## src/hw/rtl/joint_angle_stroke_table_converter_assert.svh

```systemverilog
// ============================================================================
// Assertion macros for the joint angle / stroke table converter
// Concurrent assertion shorthands used by the converter RTL, which checks
// itself: an overlapping implication and a next-cycle implication.
// ============================================================================
`ifndef JOINT_ANGLE_STROKE_TABLE_CONVERTER_ASSERT_SVH
`define JOINT_ANGLE_STROKE_TABLE_CONVERTER_ASSERT_SVH

// The consequent must hold in the same cycle as the antecedent.
`define JASTC_ASSERT_IMPL(label, clk, rst, ante, cons, msg) \
   label: assert property (@(posedge clk) disable iff (rst) (ante) |-> (cons)) \
      else $error(msg);

// The consequent must hold in the cycle after the antecedent.
`define JASTC_ASSERT_NEXT(label, clk, rst, ante, cons, msg) \
   label: assert property (@(posedge clk) disable iff (rst) (ante) |=> (cons)) \
      else $error(msg);

`endif

```

## src/hw/rtl/jastc_pkg.sv

```systemverilog
// ============================================================================
// Joint angle / stroke table converter package
// Field widths, word layout, codes and shared types of the converter.
// ============================================================================
`default_nettype none

package jastc_pkg;

   localparam int NUM_TABLES_DEF = 16;
   localparam int MAX_ROWS_DEF   = 256;

   // Field widths.
   localparam int FUNC_W      = 2;
   localparam int TABLE_ID_W  = 4;
   localparam int ROW_INDEX_W = 8;
   localparam int ANGLE_W     = 9;
   localparam int STROKE_W    = 16;
   localparam int QUERY_W     = 16;
   localparam int VALUE_W     = 16;
   localparam int STATUS_W    = 2;

   // Request data word layout, lowest field first.
   localparam int TID_LSB      = 0;
   localparam int RI_LSB       = TID_LSB + TABLE_ID_W;
   localparam int ANG_LSB      = RI_LSB + ROW_INDEX_W;
   localparam int STK_LSB      = ANG_LSB + ANGLE_W;
   localparam int QRY_LSB      = STK_LSB + STROKE_W;
   localparam int REQ_FIELDS_W = QRY_LSB + QUERY_W;
   localparam int REQ_DATA_W   = ((REQ_FIELDS_W + 7) / 8) * 8;
   localparam int RSP_DATA_W   = ((VALUE_W + 7) / 8) * 8;

   // One stored row: angle above stroke.
   localparam int ROW_DATA_W = ANGLE_W + STROKE_W;

   // Datapath widths.
   localparam int KEY_W  = 17;
   localparam int DIFF_W = KEY_W + 1;
   localparam int PROD_W = 2 * DIFF_W;
   localparam int RES_W  = PROD_W + 1;

   // Divider: quotient bits retired per cycle.
   localparam int DIV_STEPS  = 3;
   localparam int DIV_CYCLES = PROD_W / DIV_STEPS;

   localparam logic signed [KEY_W-1:0]  CENTI_KEY  = 100;
   localparam logic signed [DIFF_W-1:0] CENTI_DIFF = 100;

   typedef enum logic [FUNC_W-1:0] {
      FUNC_LOAD = 2'd0,
      FUNC_FWD  = 2'd1,
      FUNC_INV  = 2'd2,
      FUNC_NONE = 2'd3
   } func_type;

   typedef enum logic [STATUS_W-1:0] {
      STATUS_OK        = 2'd0,
      STATUS_SHORT     = 2'd1,
      STATUS_ZERO_STEP = 2'd2,
      STATUS_SATURATED = 2'd3
   } status_type;

   typedef enum logic [3:0] {
      ST_IDLE,
      ST_FALL_RD,
      ST_FALL_CMP,
      ST_RD_LO,
      ST_RD_HI,
      ST_CLAMP,
      ST_SRCH,
      ST_SRCH_CMP,
      ST_RD_J,
      ST_RD_P,
      ST_MUL,
      ST_DIV_GO,
      ST_DIV_WAIT,
      ST_FIN,
      ST_RESP
   } state_type;

   typedef struct packed {
      logic start;
   } div_ctl_type;

   typedef struct packed {
      logic busy;
      logic done;
   } div_sts_type;

endpackage

`default_nettype wire

```

## src/hw/rtl/jastc_div.sv

```systemverilog
// ============================================================================
// Iterative signed divider
// Restoring division on magnitudes, a few quotient bits per cycle; the
// quotient truncates toward zero.
// ============================================================================
`default_nettype none

module jastc_div (
   input  logic                                      clock,
   input  logic                                      reset,
   input  jastc_pkg::div_ctl_type                    ctl,
   input  logic signed [jastc_pkg::PROD_W-1:0]       dividend,
   input  logic signed [jastc_pkg::DIFF_W-1:0]       divisor,
   output logic signed [jastc_pkg::PROD_W-1:0]       quotient,
   output jastc_pkg::div_sts_type                    sts
);

   localparam int DVD_W = jastc_pkg::PROD_W;
   localparam int DVS_W = jastc_pkg::DIFF_W;
   localparam int CNT_W = $clog2(jastc_pkg::DIV_CYCLES + 1);

   logic [CNT_W-1:0] cnt_ff;
   logic             done_ff;
   logic [DVD_W-1:0] quo_ff;
   logic [DVS_W:0]   rem_ff;
   logic [DVS_W-1:0] dvs_ff;
   logic             neg_ff;

   logic [DVD_W-1:0] quo_in;
   logic [DVS_W:0]   rem_in;
   logic [DVD_W-1:0] dvd_mag;
   logic [DVS_W-1:0] dvs_mag;

   assign dvd_mag = dividend[DVD_W-1] ? DVD_W'(-dividend) : DVD_W'(dividend);
   assign dvs_mag = divisor[DVS_W-1] ? DVS_W'(-divisor) : DVS_W'(divisor);

   // Shift one dividend bit into the remainder and subtract where it fits.
   always_comb begin
      rem_in = rem_ff;
      quo_in = quo_ff;
      for (int k = 0; k < jastc_pkg::DIV_STEPS; k++) begin
         rem_in = {rem_in[DVS_W-1:0], quo_in[DVD_W-1]};
         quo_in = {quo_in[DVD_W-2:0], 1'b0};
         if (rem_in >= {1'b0, dvs_ff}) begin
            rem_in    = rem_in - {1'b0, dvs_ff};
            quo_in[0] = 1'b1;
         end
      end
   end

   always_ff @(posedge clock) begin
      if (reset) begin
         cnt_ff  <= '0;
         done_ff <= 1'b0;
      end else begin
         done_ff <= !ctl.start && (cnt_ff == CNT_W'(1));
         if (ctl.start) begin
            cnt_ff <= CNT_W'(jastc_pkg::DIV_CYCLES);
         end else if (cnt_ff != '0) begin
            cnt_ff <= cnt_ff - CNT_W'(1);
         end
      end
   end

   always_ff @(posedge clock) begin
      if (ctl.start) begin
         quo_ff <= dvd_mag;
         rem_ff <= '0;
         dvs_ff <= dvs_mag;
         neg_ff <= dividend[DVD_W-1] ^ divisor[DVS_W-1];
      end else if (cnt_ff != '0) begin
         quo_ff <= quo_in;
         rem_ff <= rem_in;
      end
   end

   assign quotient = neg_ff ? -$signed(quo_ff) : $signed(quo_ff);
   assign sts.busy = (cnt_ff != '0);
   assign sts.done = done_ff;

endmodule

`default_nettype wire
```

## config.mk

```make
export PLATFORM = sky130hd
export DESIGN_NAME = jastc_div
export DESIGN_NICKNAME = d
export VERILOG_FILES = /design/src/hw/rtl/joint_angle_stroke_table_converter_assert.svh /design/src/hw/rtl/jastc_pkg.sv /design/src/hw/rtl/jastc_div.sv
export SDC_FILE = /design/constraint.sdc
export NUM_CORES = 1
export LEC_CHECK = 0
export BUFFER_PORTS_ARGS = -buffer_cell sky130_fd_sc_hd__clkbuf_2
export CAP_MARGIN = 0
export CORE_AREA = 2 2 143 145
export CTS_BUF_LIST = sky130_fd_sc_hd__clkbuf_4 sky130_fd_sc_hd__clkbuf_8 sky130_fd_sc_hd__clkbuf_16
export DETAILED_ROUTE_END_ITERATION = 8
export DIE_AREA = 0 0 145 147
export HOLD_SLACK_MARGIN = 0.02
export PLACE_DENSITY_LB_ADDON = 0.2
export SLEW_MARGIN = 10
export SYNTH_ARGS = -nofsm -noshare
export SYNTH_HDL_FRONTEND = slang
export SYNTH_SLANG_ARGS = --single-unit
```

## constraint.sdc

```tcl
create_clock -name clock -period 9 [get_ports clock]
set_input_delay 0.9 -clock clock [delete_from_list [all_inputs] [get_ports clock]]
set_output_delay 0.9 -clock clock [all_outputs]
set_load 0.01 [all_outputs]
```

# == Word level (Yosys, flattened, before mapping) ==
# Cells that the tools add are included.
# op_classes
add_sub_neg,7
n_lt_le_gt_ge,3
eq_ne,1
mux,13
n_bitwise,1
reduce_logical,5
# ops
op,n
$mux 36,4
$neg 36->36,2
$ge 19x18->1,3
$mux 18,3
$sub 18x18->18,3
$neg 18->18,1
$mux 17,1
$mux 4,2
$eq 4x1->1 const B,1
$reduce_bool 4->1,1
$sub 4x1->4 const B,1
$mux 1,3
$reduce_bool 2->1,1
$reduce_or 2->1,1
$logic_and 1x1->1,1
$logic_not 1->1,1
$xor 1x1->1,1
# word_totals
ff_bits,78
in_bits,57
out_inout_bits,38

# == Logic depth before layout (Yosys ltp) ==
# logic_depth
ltp_word,8
depth_mapped,37

# == Worst setup path before layout ==
# No wires, ideal clock.
# synth_timing
kind,register to register
from,reg dvs_ff[1]
to,reg rem_ff[14]
arrival_ns,7.707
required_time_ns,8.884
slack_ns,1.177
path_stages_with_launch,34
cell_sequence,edfxtp_1 -> inv_1 -> ha_1 -> nor2b_1 -> o211ai_1 -> a31oi_1 -> a31oi_1 -> nand3_1 -> clkbuf_1 -> mux2_2 -> ha_1 -> a21o_1 -> a31oi_1 -> a211o_1 -> o211ai_1 -> a211o_1 -> a221o_1 -> or2_2 -> clkbuf_1 -> clkbuf_1 -> o21ai_0 -> inv_1 -> ha_1 -> nor2b_1 -> o21bai_1 -> a21boi_0 -> o41ai_1 -> nor3b_1 -> a221o_1 -> o211ai_1 -> o2111a_1 -> clkbuf_1 -> o211ai_1 -> o211a_1
# synth_via
elab_chain_len,6
word_cells_on_any_way,9
cone_classes,add/sub: 3; order compare: 3; mux: 3
# synth_rtl
item,line,text
from (decl),jastc_div.sv:26,logic [DVS_W-1:0] dvs_ff;
from (signal assigned),jastc_div.sv:69,dvs_ff <= dvs_mag;
$sub 18x18->18 / $ge 19x18->1 (equally long branches),"jastc_div.sv:45, jastc_div.sv:44",
$mux 18,jastc_div.sv:44,"if (rem_in >= {1'b0, dvs_ff}) begin"
$sub 18x18->18 / $ge 19x18->1 (equally long branches),"jastc_div.sv:45, jastc_div.sv:44",
$mux 18,jastc_div.sv:44,
$sub 18x18->18 / $ge 19x18->1 (equally long branches),"jastc_div.sv:45, jastc_div.sv:44",
$mux 18 *,jastc_div.sv:44,
to (signal assigned),jastc_div.sv:73,rem_ff <= rem_in;
to (decl),jastc_div.sv:25,logic [DVS_W:0] rem_ff;
# Every way passes the cells marked *; elsewhere a longest branch is shown, timed or not.
# A chain may end at the register's enable or synchronous reset.

# == Worst setup path after layout ==
# layout_timing
from,reg dvs_ff[1]
to,reg rem_ff[7]
# The elaborated chain is that of the path after synthesis.

==> results.json <==
{
  "die_area_um2": 21300,
  "synth_fp_nets": 1044,
  "met2_usage_pct": 29.1,
  "drive_gt1_share_pct": 15.2,
  "reg2reg_setup_slack_ps": 640,
  "totalWireLength_mm": 20.8,
  "hpwlAfterDp_mm": 16.6,
  "finalCriticalPeriod_ps": 8360,
  "gr-usage-met1_pct": 29.4,
  "rr_endpoint": "rem_ff[7]",
  "hp-class": "register to register",
  "grt_start_max_net_pins": 59,
  "final_core_util_pct": 44.2,
  "crit_type": "register to register",
  "core.rowCount": 52,
  "ctsHtreeMaxLevel": 3,
  "die_y_um": 147,
  "gp_congestion": 0.891,
  "max-cap-violations": 0,
  "hold_start": "cnt_ff[1]",
  "worstHoldEndpoint": "cnt_ff[1]",
  "crit_slowest_cell": "or2_2",
  "rr_startpoint": "dvs_ff[1]",
  "critical_path_arrival_ps": 8520,
  "met3_usage_pct": 2.76,
  "area.growth.synth_to_final_pct": 13.3,
  "period_share_pct": 92.9,
  "placedCellCount": 1258,
  "tightest_slew_ps": 1100,
  "vias": 7030,
  "drt_iter0_drc": 559,
  "synth-async-reset-ratio_pct": 0,
  "antenna_cells": 0,
  "vias_per_cell": 5.52,
  "post_cts_buffers": 0,
  "fin_skew_ps": 5.37,
  "synth.avg_cell_area_um2": 8.38,
  "start_util_pct": 39.0,
  "cp.required_ps": 9170,
  "cts-root-buf": "clkbuf_16",
  "ys_seq_elements": 78,
  "ys_seq_area_share_pct": 27.3,
  "syn_inst": 925,
  "grt_use_total_pct": 19.6,
  "clk_latency_ps": 340,
  "clk_path_buf_depth": 2,
  "r2r_cells": 30,
  "tritoncts": "done",
  "top_usage_layer": "met1",
  "cts_sinks": 78,
  "crit_path_end_kind": "register",
  "wl_per_cell_um": 16.3,
  "rsz0062_at_grt": "yes",
  "grt_pass1_wl_mm": 33.8,
  "syn_area_um2": 7750,
  "whs_path_depth": 2,
  "critPathMaxStageDelay_ps": 510,
  "slew_violations": 0,
  "io_pins": 95,
  "drc_errors": 0,
  "cp_max_fo": 20,
  "clk_pin_slew_worst_paths_ps": 60,
  "outcome": "finished clean",
  "gr-total-overflow": 0,
  "max_freq_ghz": 0.120,
  "nets": 1118,
  "die_w_um": 145,
  "drtAntennaViolNets": 0,
  "hold_viol": 0,
  "startpoint_type": "register",
  "first_pass_iters": 5,
  "antenna_found_initial": 0,
  "holdWs_ps": 518,
  "slew_headroom_pct": 26.7,
  "synth_cell_types": 60,
  "final_cells": 1274,
  "yosys_warnings": 0,
  "synth_edf_count": 55,
  "nFillCells": 2004,
  "io_buffer_count": 94,
  "synth-main-ff-cell": "edfxtp_1",
  "fp.coreArea_um2": 19800,
  "cts_buffers": 9,
  "setup_viol": 0,
  "grt_pass1_vias": 6434
}
-- flip-flops by register name, indices dropped and copies added, names as in the netlist --
register and count:
done_ff 1, neg_ff 1, rem_ff 18, cnt_ff 4, dvs_ff 18, quo_ff 36
-- critical path, delay by kind of cell (launching register included) --
kind	cells	cell delay, ps
AOI/OAI and AO/OA	17	3950
and+or+nand+nor	5	1300
adders and majority gates	3	980
DFF	1	420
muxes	2	740
buffers and inverters	3	780
-- cells in the mapped netlist (14+ instances only) --
cell | count | area (µm²)
dfxtp_1 | 23 | 460
clkbuf_1 | 36 | 135
xor2_1 | 43 | 377
o31ai_1 | 29 | 218
xnor2_1 | 82 | 718
or3_1 | 17 | 106
o21ai_0 | 51 | 255
nand2_1 | 68 | 255
or4_1 | 16 | 120
ha_1 | 59 | 738
mux2_2 | 22 | 248
a21oi_1 | 80 | 400
nor2_1 | 91 | 342
a21o_1 | 14 | 105
edfxtp_1 | 55 | 1650
nor3_1 | 26 | 130
inv_1 | 41 | 154
-- cells by family after synthesis --
group | share of synthesized area (%)
buffers and inverters | 3.97
AND/OR/NAND/NOR | 19.3
multiplexers | 4.23
adder cells (fa/ha/maj) | 10.3
AO/OA/AOI/OAI | 20.8
flip-flops | 27.3
XOR/XNOR | 14.1
-- what timing repair did --
item                       4_1_cts  5_1_grt
hold buffers                     0        0
gates resized for setup          0        1
setup endpoints to repair        0        2
-- cell type report --
type | count | area [µm²] | area share (%)
Inverter | 41 | 154 | 1.75
Timing Repair Buffer | 102 | 533 | 6.07
Multi-Input combinational cell | 767 | 5340 | 60.8
Clock buffer | 10 | 239 | 2.72
Sequential cell | 78 | 2110 | 24.1
Clock inverter | 6 | 68.8 | 0.784
Tap cell | 270 | 338 | 3.85
-- layer usage --
metal | vias to the layer above | routed length (µm)
li1 | 3571 | -
met1 | 3234 | 10200
met2 | 200 | 8950
met3 | 25 | 1250
met4 | 0 | 424
met5 | - | 0
-- placed cells by master (no fill, tap or decap), drive strengths merged, types with 26 or more instances in the layout --
master  Yosys  layout
o21ai      51      51
inv        41      42
nor3       26      26
xnor2      82      82
o31ai      29      29
nor2       91      91
xor2       43      43
a21oi      80      80
edfxtp     55      55
ha         59      59
nand2      68      68
clkbuf     36     103
-- worst max path at each step --
| stage | cells after the start | to | startpoint |
|---|---|---|---|
| final | 30 | rem_ff[7] | dvs_ff[1] |
| after CTS | 30 | rem_ff[7] | dvs_ff[1] |
| after detailed placement | 30 | rem_ff[7] | dvs_ff[1] |
| after global routing | 30 | rem_ff[7] | dvs_ff[1] |
| after global placement | 30 | rem_ff[7] | dvs_ff[1] |
| after floorplan | 33 | rem_ff[14] | dvs_ff[1] |
-- stage by stage --
step	worst slack [ps]	cell area [µm²]	setup TNS [ps]
floorplan	1180	7750	0
global placement	863	8470	0
detailed placement	656	8470	0
CTS	611	8780	0
global route	-11.8	8780	-11.8
finish	642	8780	0
Power is left out: the tool's default activity adds up to more than one toggle a clock period on the data nets, which glitch-free logic cannot reach.
